`config.mk`:
```
export PLATFORM = sky130hd
export DESIGN_NAME = button_debounce_autorepeat_flat
export DESIGN_NICKNAME = d
export VERILOG_FILES = /design/src/bda_pkg.sv /design/src/bda_sample_if.sv /design/src/bda_result_if.sv /design/src/button_debounce_autorepeat.sv /design/src/flat_wrapper.sv
export SDC_FILE = /design/constraint.sdc
export NUM_CORES = 2
export LEC_CHECK = 0
export BUFFER_PORTS_ARGS = -buffer_cell sky130_fd_sc_hd__buf_4
export CAP_MARGIN = 20
export CELL_PAD_IN_SITES_DETAIL_PLACEMENT = 0
export CELL_PAD_IN_SITES_GLOBAL_PLACEMENT = 1
export CORE_UTILIZATION = 40
export DETAILED_ROUTE_END_ITERATION = 12
export PLACE_DENSITY = 0.79
export SYNTH_ARGS = -nofsm -noshare
export SYNTH_HDL_FRONTEND = slang
export SYNTH_SLANG_ARGS = --single-unit
```
`constraint.sdc`:
```
create_clock -name clk -period 10.2 [get_ports clk]
set_input_delay 2.04 -clock clk [delete_from_list [all_inputs] [get_ports clk]]
set_output_delay 2.04 -clock clk [all_outputs]
set_load 0.02 [all_outputs]
```
`src/bda_pkg.sv`:
```
package bda_pkg;

	localparam int CFG_IDX_W  = 2;
	localparam int CFG_DATA_W = 16;

	typedef logic [CFG_DATA_W-1:0] ms_t;

	typedef enum logic [CFG_IDX_W-1:0] {
		REG_DEBOUNCE,
		REG_FIRST_REPEAT,
		REG_REPEAT_INTERVAL,
		REG_REPEAT_MASK
	} cfg_reg_t;

	localparam ms_t DEBOUNCE_RST        = 16'd30;
	localparam ms_t FIRST_REPEAT_RST    = 16'd500;
	localparam ms_t REPEAT_INTERVAL_RST = 16'd150;

endpackage

```
`src/bda_sample_if.sv`:
```
interface bda_sample_if #(
	parameter int NUM_BUTTONS = 5,
	parameter int TIME_BITS   = 48
);
	logic                   valid;
	logic                   ready;
	logic [NUM_BUTTONS-1:0] pin_levels;
	logic [TIME_BITS-1:0]   now_ms;

	modport source (output valid, output pin_levels, output now_ms, input ready);
	modport sink   (input valid, input pin_levels, input now_ms, output ready);
endinterface

```
`src/bda_result_if.sv`:
```
interface bda_result_if #(
	parameter int NUM_BUTTONS = 5
);
	logic                   valid;
	logic                   ready;
	logic [NUM_BUTTONS-1:0] press_events;
	logic [NUM_BUTTONS-1:0] repeat_events;
	logic [NUM_BUTTONS-1:0] stable_state;

	modport source (output valid, output press_events, output repeat_events,
		output stable_state, input ready);
	modport sink   (input valid, input press_events, input repeat_events,
		input stable_state, output ready);
endinterface

```
`src/button_debounce_autorepeat.sv`:
```
// A sample word is registered on input, then its result in the result register.
// Throughput: one sample word per cycle while results are taken; all buttons
// are updated in parallel by one pass of compare and add logic between these.
// Reset (arst_n low, asynchronous): buttons read released, timers clear to zero,
// registers return to debounce 30, first repeat 500, interval 150, mask 0.
module button_debounce_autorepeat
	import bda_pkg::*;
#(
	parameter int NUM_BUTTONS = 5,
	parameter int TIME_BITS   = 48
) (
	input  logic                  clk,
	input  logic                  arst_n,
	input  logic                  cfg_we,
	input  logic [CFG_IDX_W-1:0]  cfg_index,
	input  logic [CFG_DATA_W-1:0] cfg_wdata,
	bda_sample_if.sink            samples,
	bda_result_if.source          results
);

	ms_t                    debounce_q;
	ms_t                    first_repeat_q;
	ms_t                    interval_q;
	logic [NUM_BUTTONS-1:0] mask_q;

	logic                   valid_s1;
	logic [NUM_BUTTONS-1:0] levels_s1;
	logic [TIME_BITS-1:0]   now_s1;
	logic                   adv;

	logic [NUM_BUTTONS-1:0]                raw_q;
	logic [NUM_BUTTONS-1:0]                deb_q;
	logic [NUM_BUTTONS-1:0][TIME_BITS-1:0] chg_q;
	logic [NUM_BUTTONS-1:0][TIME_BITS-1:0] due_q;

	logic [NUM_BUTTONS-1:0]                raw_n;
	logic [NUM_BUTTONS-1:0]                deb_n;
	logic [NUM_BUTTONS-1:0][TIME_BITS-1:0] chg_n;
	logic [NUM_BUTTONS-1:0][TIME_BITS-1:0] due_n;
	logic [NUM_BUTTONS-1:0]                press_n;
	logic [NUM_BUTTONS-1:0]                rep_n;

	logic                   res_valid_q;
	logic [NUM_BUTTONS-1:0] press_q;
	logic [NUM_BUTTONS-1:0] rep_q;
	logic [NUM_BUTTONS-1:0] stable_q;

	always_ff @(posedge clk or negedge arst_n) begin
		if (!arst_n) begin
			debounce_q     <= DEBOUNCE_RST;
			first_repeat_q <= FIRST_REPEAT_RST;
			interval_q     <= REPEAT_INTERVAL_RST;
			mask_q         <= '0;
		end else if (cfg_we) begin
			case (cfg_reg_t'(cfg_index))
				REG_DEBOUNCE:        debounce_q     <= cfg_wdata;
				REG_FIRST_REPEAT:    first_repeat_q <= cfg_wdata;
				REG_REPEAT_INTERVAL: interval_q     <= cfg_wdata;
				REG_REPEAT_MASK:     mask_q         <= cfg_wdata[NUM_BUTTONS-1:0];
				default:             mask_q         <= mask_q;
			endcase
		end
	end

	assign adv           = valid_s1 && (!res_valid_q || results.ready);
	assign samples.ready = !valid_s1 || adv;

	always_ff @(posedge clk or negedge arst_n) begin
		if (!arst_n) begin
			valid_s1 <= 1'b0;
		end else if (samples.valid && samples.ready) begin
			valid_s1 <= 1'b1;
		end else if (adv) begin
			valid_s1 <= 1'b0;
		end
	end

	always_ff @(posedge clk) begin
		if (samples.valid && samples.ready) begin
			levels_s1 <= samples.pin_levels;
			now_s1    <= samples.now_ms;
		end
	end

	always_comb begin
		logic [TIME_BITS-1:0] held;
		logic [TIME_BITS-1:0] since_due;
		raw_n   = ~levels_s1;
		deb_n   = deb_q;
		chg_n   = chg_q;
		due_n   = due_q;
		press_n = '0;
		rep_n   = '0;
		for (int i = 0; i < NUM_BUTTONS; i++) begin
			if (raw_n[i] != raw_q[i]) begin
				chg_n[i] = now_s1;
			end
			held = now_s1 - chg_n[i];
			if (raw_n[i] != deb_q[i] && held >= TIME_BITS'(debounce_q)) begin
				deb_n[i] = raw_n[i];
				if (raw_n[i]) begin
					press_n[i] = 1'b1;
					due_n[i]   = now_s1 + TIME_BITS'(first_repeat_q);
				end
			end
			since_due = now_s1 - due_n[i];
			if (deb_n[i] && mask_q[i] && !since_due[TIME_BITS-1]) begin
				rep_n[i] = 1'b1;
				due_n[i] = now_s1 + TIME_BITS'(interval_q);
			end
		end
	end

	always_ff @(posedge clk or negedge arst_n) begin
		if (!arst_n) begin
			raw_q <= '0;
			deb_q <= '0;
			chg_q <= '0;
			due_q <= '0;
		end else if (adv) begin
			raw_q <= raw_n;
			deb_q <= deb_n;
			chg_q <= chg_n;
			due_q <= due_n;
		end
	end

	always_ff @(posedge clk or negedge arst_n) begin
		if (!arst_n) begin
			res_valid_q <= 1'b0;
		end else if (adv) begin
			res_valid_q <= 1'b1;
		end else if (results.ready) begin
			res_valid_q <= 1'b0;
		end
	end

	always_ff @(posedge clk) begin
		if (adv) begin
			press_q  <= press_n;
			rep_q    <= rep_n;
			stable_q <= deb_n;
		end
	end

	assign results.valid         = res_valid_q;
	assign results.press_events  = press_q;
	assign results.repeat_events = rep_q;
	assign results.stable_state  = stable_q;

endmodule

```
`src/flat_wrapper.sv`:
```
// flat-port wrapper written by rule: the top's interface ports become plain ports
module button_debounce_autorepeat_flat import bda_pkg::*;
#(
	parameter int NUM_BUTTONS = 5,
	parameter int TIME_BITS   = 48
)
  (clk, arst_n, cfg_we, cfg_index, cfg_wdata, samples_valid, samples_pin_levels, samples_now_ms, samples_ready, results_valid, results_press_events, results_repeat_events, results_stable_state, results_ready);
  bda_sample_if #(.NUM_BUTTONS(NUM_BUTTONS), .TIME_BITS(TIME_BITS)) samples_i ();
  bda_result_if #(.NUM_BUTTONS(NUM_BUTTONS)) results_i ();
  input  logic clk;
  input  logic arst_n;
  input  logic cfg_we;
  input  logic [CFG_IDX_W-1:0] cfg_index;
  input  logic [CFG_DATA_W-1:0] cfg_wdata;
  input wire logic [$bits(samples_i.valid)-1:0] samples_valid;
  input wire logic [$bits(samples_i.pin_levels)-1:0] samples_pin_levels;
  input wire logic [$bits(samples_i.now_ms)-1:0] samples_now_ms;
  output wire logic [$bits(samples_i.ready)-1:0] samples_ready;
  output wire logic [$bits(results_i.valid)-1:0] results_valid;
  output wire logic [$bits(results_i.press_events)-1:0] results_press_events;
  output wire logic [$bits(results_i.repeat_events)-1:0] results_repeat_events;
  output wire logic [$bits(results_i.stable_state)-1:0] results_stable_state;
  input wire logic [$bits(results_i.ready)-1:0] results_ready;
  assign samples_i.valid = samples_valid;
  assign samples_i.pin_levels = samples_pin_levels;
  assign samples_i.now_ms = samples_now_ms;
  assign samples_ready = samples_i.ready;
  assign results_valid = results_i.valid;
  assign results_press_events = results_i.press_events;
  assign results_repeat_events = results_i.repeat_events;
  assign results_stable_state = results_i.stable_state;
  assign results_i.ready = results_ready;
  button_debounce_autorepeat #(.NUM_BUTTONS(NUM_BUTTONS), .TIME_BITS(TIME_BITS)) u_core (.clk(clk), .arst_n(arst_n), .cfg_we(cfg_we), .cfg_index(cfg_index), .cfg_wdata(cfg_wdata), .samples(samples_i), .results(results_i));
endmodule
```
==> metrics.md <==
| Metric | Value |
|---|---|
| Outcome | `finished clean` |
| Max-cap violation count | `0` |
| Clock root buffer | `clkbuf_16` |
| Die area | `140500 sq um` |
| CP bufs+invs | `2` |
| Yosys Warn Count | `0` |
| Asr flop ratio synth | `88.91%` |
| Layout cell share with drive strength beyond 1 | `11.17%` |
| H-Tree Depth | `3` |
| GRT overflow | `0` |
| Max-slew violations | `0` |
| Met3 routed WL | `18310 um` |
| Vias in the first global route | `49880` |
| Sink Count | `613` |
| Share of the synthesized area in the top cell type | `23.89%` |
| Initial antenna violation count | `11` |
| Final ANT Viol Nets | `0` |
| DRC Markers | `0` |
| M1 WL | `96280 um` |
| Cell mode on critical path | `a21o_1` |
| Fillers | `13410` |
| Net count of the finished layout | `7185` |
| Critical-path top delay cell | `edfxtp_1` |
| Fmax | `0.1020 GHz` |
| Switching Fraction | `45.97%` |
| WL/cell | `26.37 um` |
| Vias per cell | `6.379` |
| Crit path kind | `reg -> reg` |
| Clock Power Share | `18.6%` |
| Synthesized instance count | `6532` |
| Clock tree buffer depth | `3` |
| VDD IR max | `0.2031 mV` |
| Crit. End Element | `flip-flop` |
| Synth top cells by count | `nand2_1 (582), o21ai_0 (576), dfrtp_1 (531), ha_1 (517), mux2i_1 (434)` |
| First-pass GRT wire length | `327700 um` |
| Critical Path Max Stage Delay | `760 ps` |
| Skew-Pair Late Insertion Delay | `730 ps` |
| Post-synth EDFFs | `68` |
| First drt pass iteration count | `6` |
| Synth top area cells | `dfrtp_1 (24%), ha_1 (12%), mux2i_1 (7.8%), o21ai_0 (5.2%), nand2_1 (3.9%)` |
| Pleak | `26.74 nW` |
| Total Routed Length | `222900 um` |
| Hpwl dp | `165700 um` |
| Area Growth Syn to Fin | `12.47%` |
| Arrival time at the worst endpoint | `10400 ps` |
| Total Routing Usage GR | `30.74%` |
| Most common cell in the netlist | `nand2_1` |
| Pwr/cell area | `256.7 nW/um^2` |
| Final setup skew | `67.55 ps` |
| Distinct cell type count after synthesis | `104` |
| Hold Crit Class | `reg -> reg` |
| Netlist Area Pre-Place | `55620 sq um` |
| Highest Signal Layer | `met5` |
| Top FF cell, synth | `dfrtp_1` |
| Placed cells | `8289` |
| Inserted Clock Buffers | `79` |
| Syn avg cell area | `8.515 sq um` |
| Rel. slew slack | `22.43%` |
| Tmin final | `9806 ps` |
| Sequential area share after synthesis | `28.22%` |
| Critical path data required time | `10800 ps` |
| Switching power | `0.007383 W` |
| CP top delay family | `compound AO/OA/AOI/OAI gates` |
| DRT iter0 DRCs | `5664` |
| Final GP Congestion | `0.9744` |
| Period utilization | `96.14%` |
| Chip width | `374.9 um` |
| Overall power | `0.01606 W` |
| Post-DP Area | `59520 sq um` |
| Setup TNS | `0 ps` |
| Port Buffers | `92` |
| Row count | `136` |
| Final Hold Vio Count | `0` |
| Worst-margin pin slew | `1155 ps` |
| WL met2 | `96260 um` |
| Internal power | `0.008676 W` |
| Starting Density | `40.40%` |
| Cell area after layout | `62560 sq um` |
| Combinational Power Share | `57.0%` |
| CORE AREA | `137700 sq um` |
| Flop pwr share | `24.4%` |
| CTS tree | `done` |
| DR vias | `53930` |
| CP Launch Type | `flip-flop` |
| IO Count | `93` |
| Finish-stage setup viols | `0` |
| Critical path fanouts, max | `19` |
| Worst-path clk slew | `60 ps` |
| Mapped Nets | `7127` |
| Die Ht | `374.9 um` |
| Seq cells post-synth | `613` |
| Synth area leader | `dfrtp_1` |
| Final non-filler cell total | `8454` |
| Pin count of the biggest net entering global routing | `187` |
metal layers:
metal	GRT usage (%)	up-vias
li1	-	24750
met4	15.35	2
met3	5.338	457
met5	0	-
met2	46.73	2359
met1	41.87	26360
power groups by stage:
| stage | Clock (W) | Combinational, W | Sequential [W] |
|---|---|---|---|
| after global routing | 0.00312 | 0.0100 | 0.00401 |
| final | 0.00299 | 0.00915 | 0.00392 |
| after global placement | 0 | 0.00876 | 0.00389 |
| after CTS | 0.00304 | 0.00892 | 0.00389 |
| after floorplan | 0 | 0.00635 | 0.00376 |
| after detailed placement | 0 | 0.00887 | 0.00393 |
state kept, by name (all words and copies together) (netlist names):
register,flops
u_core.results.valid,1
u_core.chg_q,240
u_core.levels_s1,5
u_core.mask_q,5
u_core.deb_q,5
u_core.raw_q,5
u_core.first_repeat_q,16
u_core.results.stable_state,5
u_core.debounce_q,16
u_core.due_q,240
u_core.now_s1,48
u_core.valid_s1,1
u_core.interval_q,16
u_core.results.press_events,5
u_core.results.repeat_events,5
timing repair:
| action | CTS | global route |
|---|---|---|
| endpoints found under the setup margin | 48 | 245 |
| pin swaps | 0 | 4 |
| resized for setup | 2 | 41 |
| hold buffers | 0 | 0 |
| buffers inserted | 0 | 11 |
| gates cloned | 0 | 1 |
kinds of logic (layout without fill, tap and decap cells):
family	after synthesis	count (layout)	share of synthesized area [%]
buffers and inverters	563	685	4.009
AOI/OAI and AO/OA	2107	2107	24.51
DFF	613	613	28.22
xor gates and xnor gates	231	231	3.651
muxes	551	551	10.18
adders and majority gates	563	563	12.50
and+or+nand+nor	1904	1904	16.93
other	0	6	0
area by class of cell:
| class | instances | area [sq um] | share of cell area, % |
|---|---|---|---|
| flip-flops and latches | 613 | 15700 | 25.10 |
| diodes | 6 | 15.01 | 0.02400 |
| repair buffers | 365 | 3126 | 4.996 |
| inverters | 175 | 663.1 | 1.060 |
| multi-input cells | 5356 | 38090 | 60.88 |
| clock buffers | 115 | 2303 | 3.682 |
| clock inverters | 30 | 416.7 | 0.6660 |
| well taps | 1794 | 2245 | 3.588 |
worst paths after layout:
path                            slack, ps              start           endpoint  cells after the start
max in group asynchronous            6700             arst_n   u_core.due_q[77]                      3
worst min register to register        480  u_core.chg_q[224]  u_core.chg_q[224]                      2
worst max-delay path                  390   u_core.now_s1[9]  u_core.due_q[202]                     40
worst max register to register        390   u_core.now_s1[9]  u_core.due_q[202]                     40
min in group asynchronous            1340             arst_n   u_core.chg_q[54]                      1
worst min-delay path                  480  u_core.chg_q[224]  u_core.chg_q[224]                      2
worst register-to-register path, delay by kind of cell, from the launching register on:
kind	cells	cell delay, ps
multiplexers	2	520
buffers and inverters	2	620
AND/OR/NAND/NOR	13	2820
adder cells (fa/ha/maj)	2	640
AO/OA/AOI/OAI	19	3730
flip-flops	1	760
XOR/XNOR	2	610
through the flow:
step / worst slack, ps / util (%) / hold WS (ps)
floorplan: 153.5 / - / 445.7
global placement: 45.27 / 43.23 / 460.3
detailed placement: -64.08 / 43.24 / 470.1
CTS: 1.916 / 45.22 / 482.0
global route: -198.1 / 45.43 / 497.3
finish: 393.7 / 45.44 / 475.5
cell usage in the layout (no fill, tap or decap), types with 28 or more instances in the layout:
cell type	Yosys	layout
a211oi_1	48	47
a21o_1	181	181
a21oi_1	429	423
a221o_1	51	51
a22oi_1	204	204
a31oi_1	57	56
and2_1	32	30
and3_1	43	43
buf_12	0	28
buf_4	2	329
clkbuf_16	0	81
dfrtp_1	531	528
edfxtp_1	68	68
ha_1	517	516
inv_1	168	165
maj3_1	43	43
mux2_2	117	117
mux2i_1	434	431
nand2_1	582	580
nand2b_1	101	100
nand3_1	117	117
nand4_1	152	152
nor2_1	379	379
nor2b_1	105	105
nor3_1	164	163
nor4_1	48	40
o211ai_1	52	52
o21a_1	40	40
o21ai_0	576	571
o21ai_1	59	62
o21bai_1	50	50
o31ai_1	58	57
or3_1	33	33
or4_1	28	28
xnor2_1	123	119
xor2_1	107	102
No activity file was read; power rests on OpenSTA's default activity.
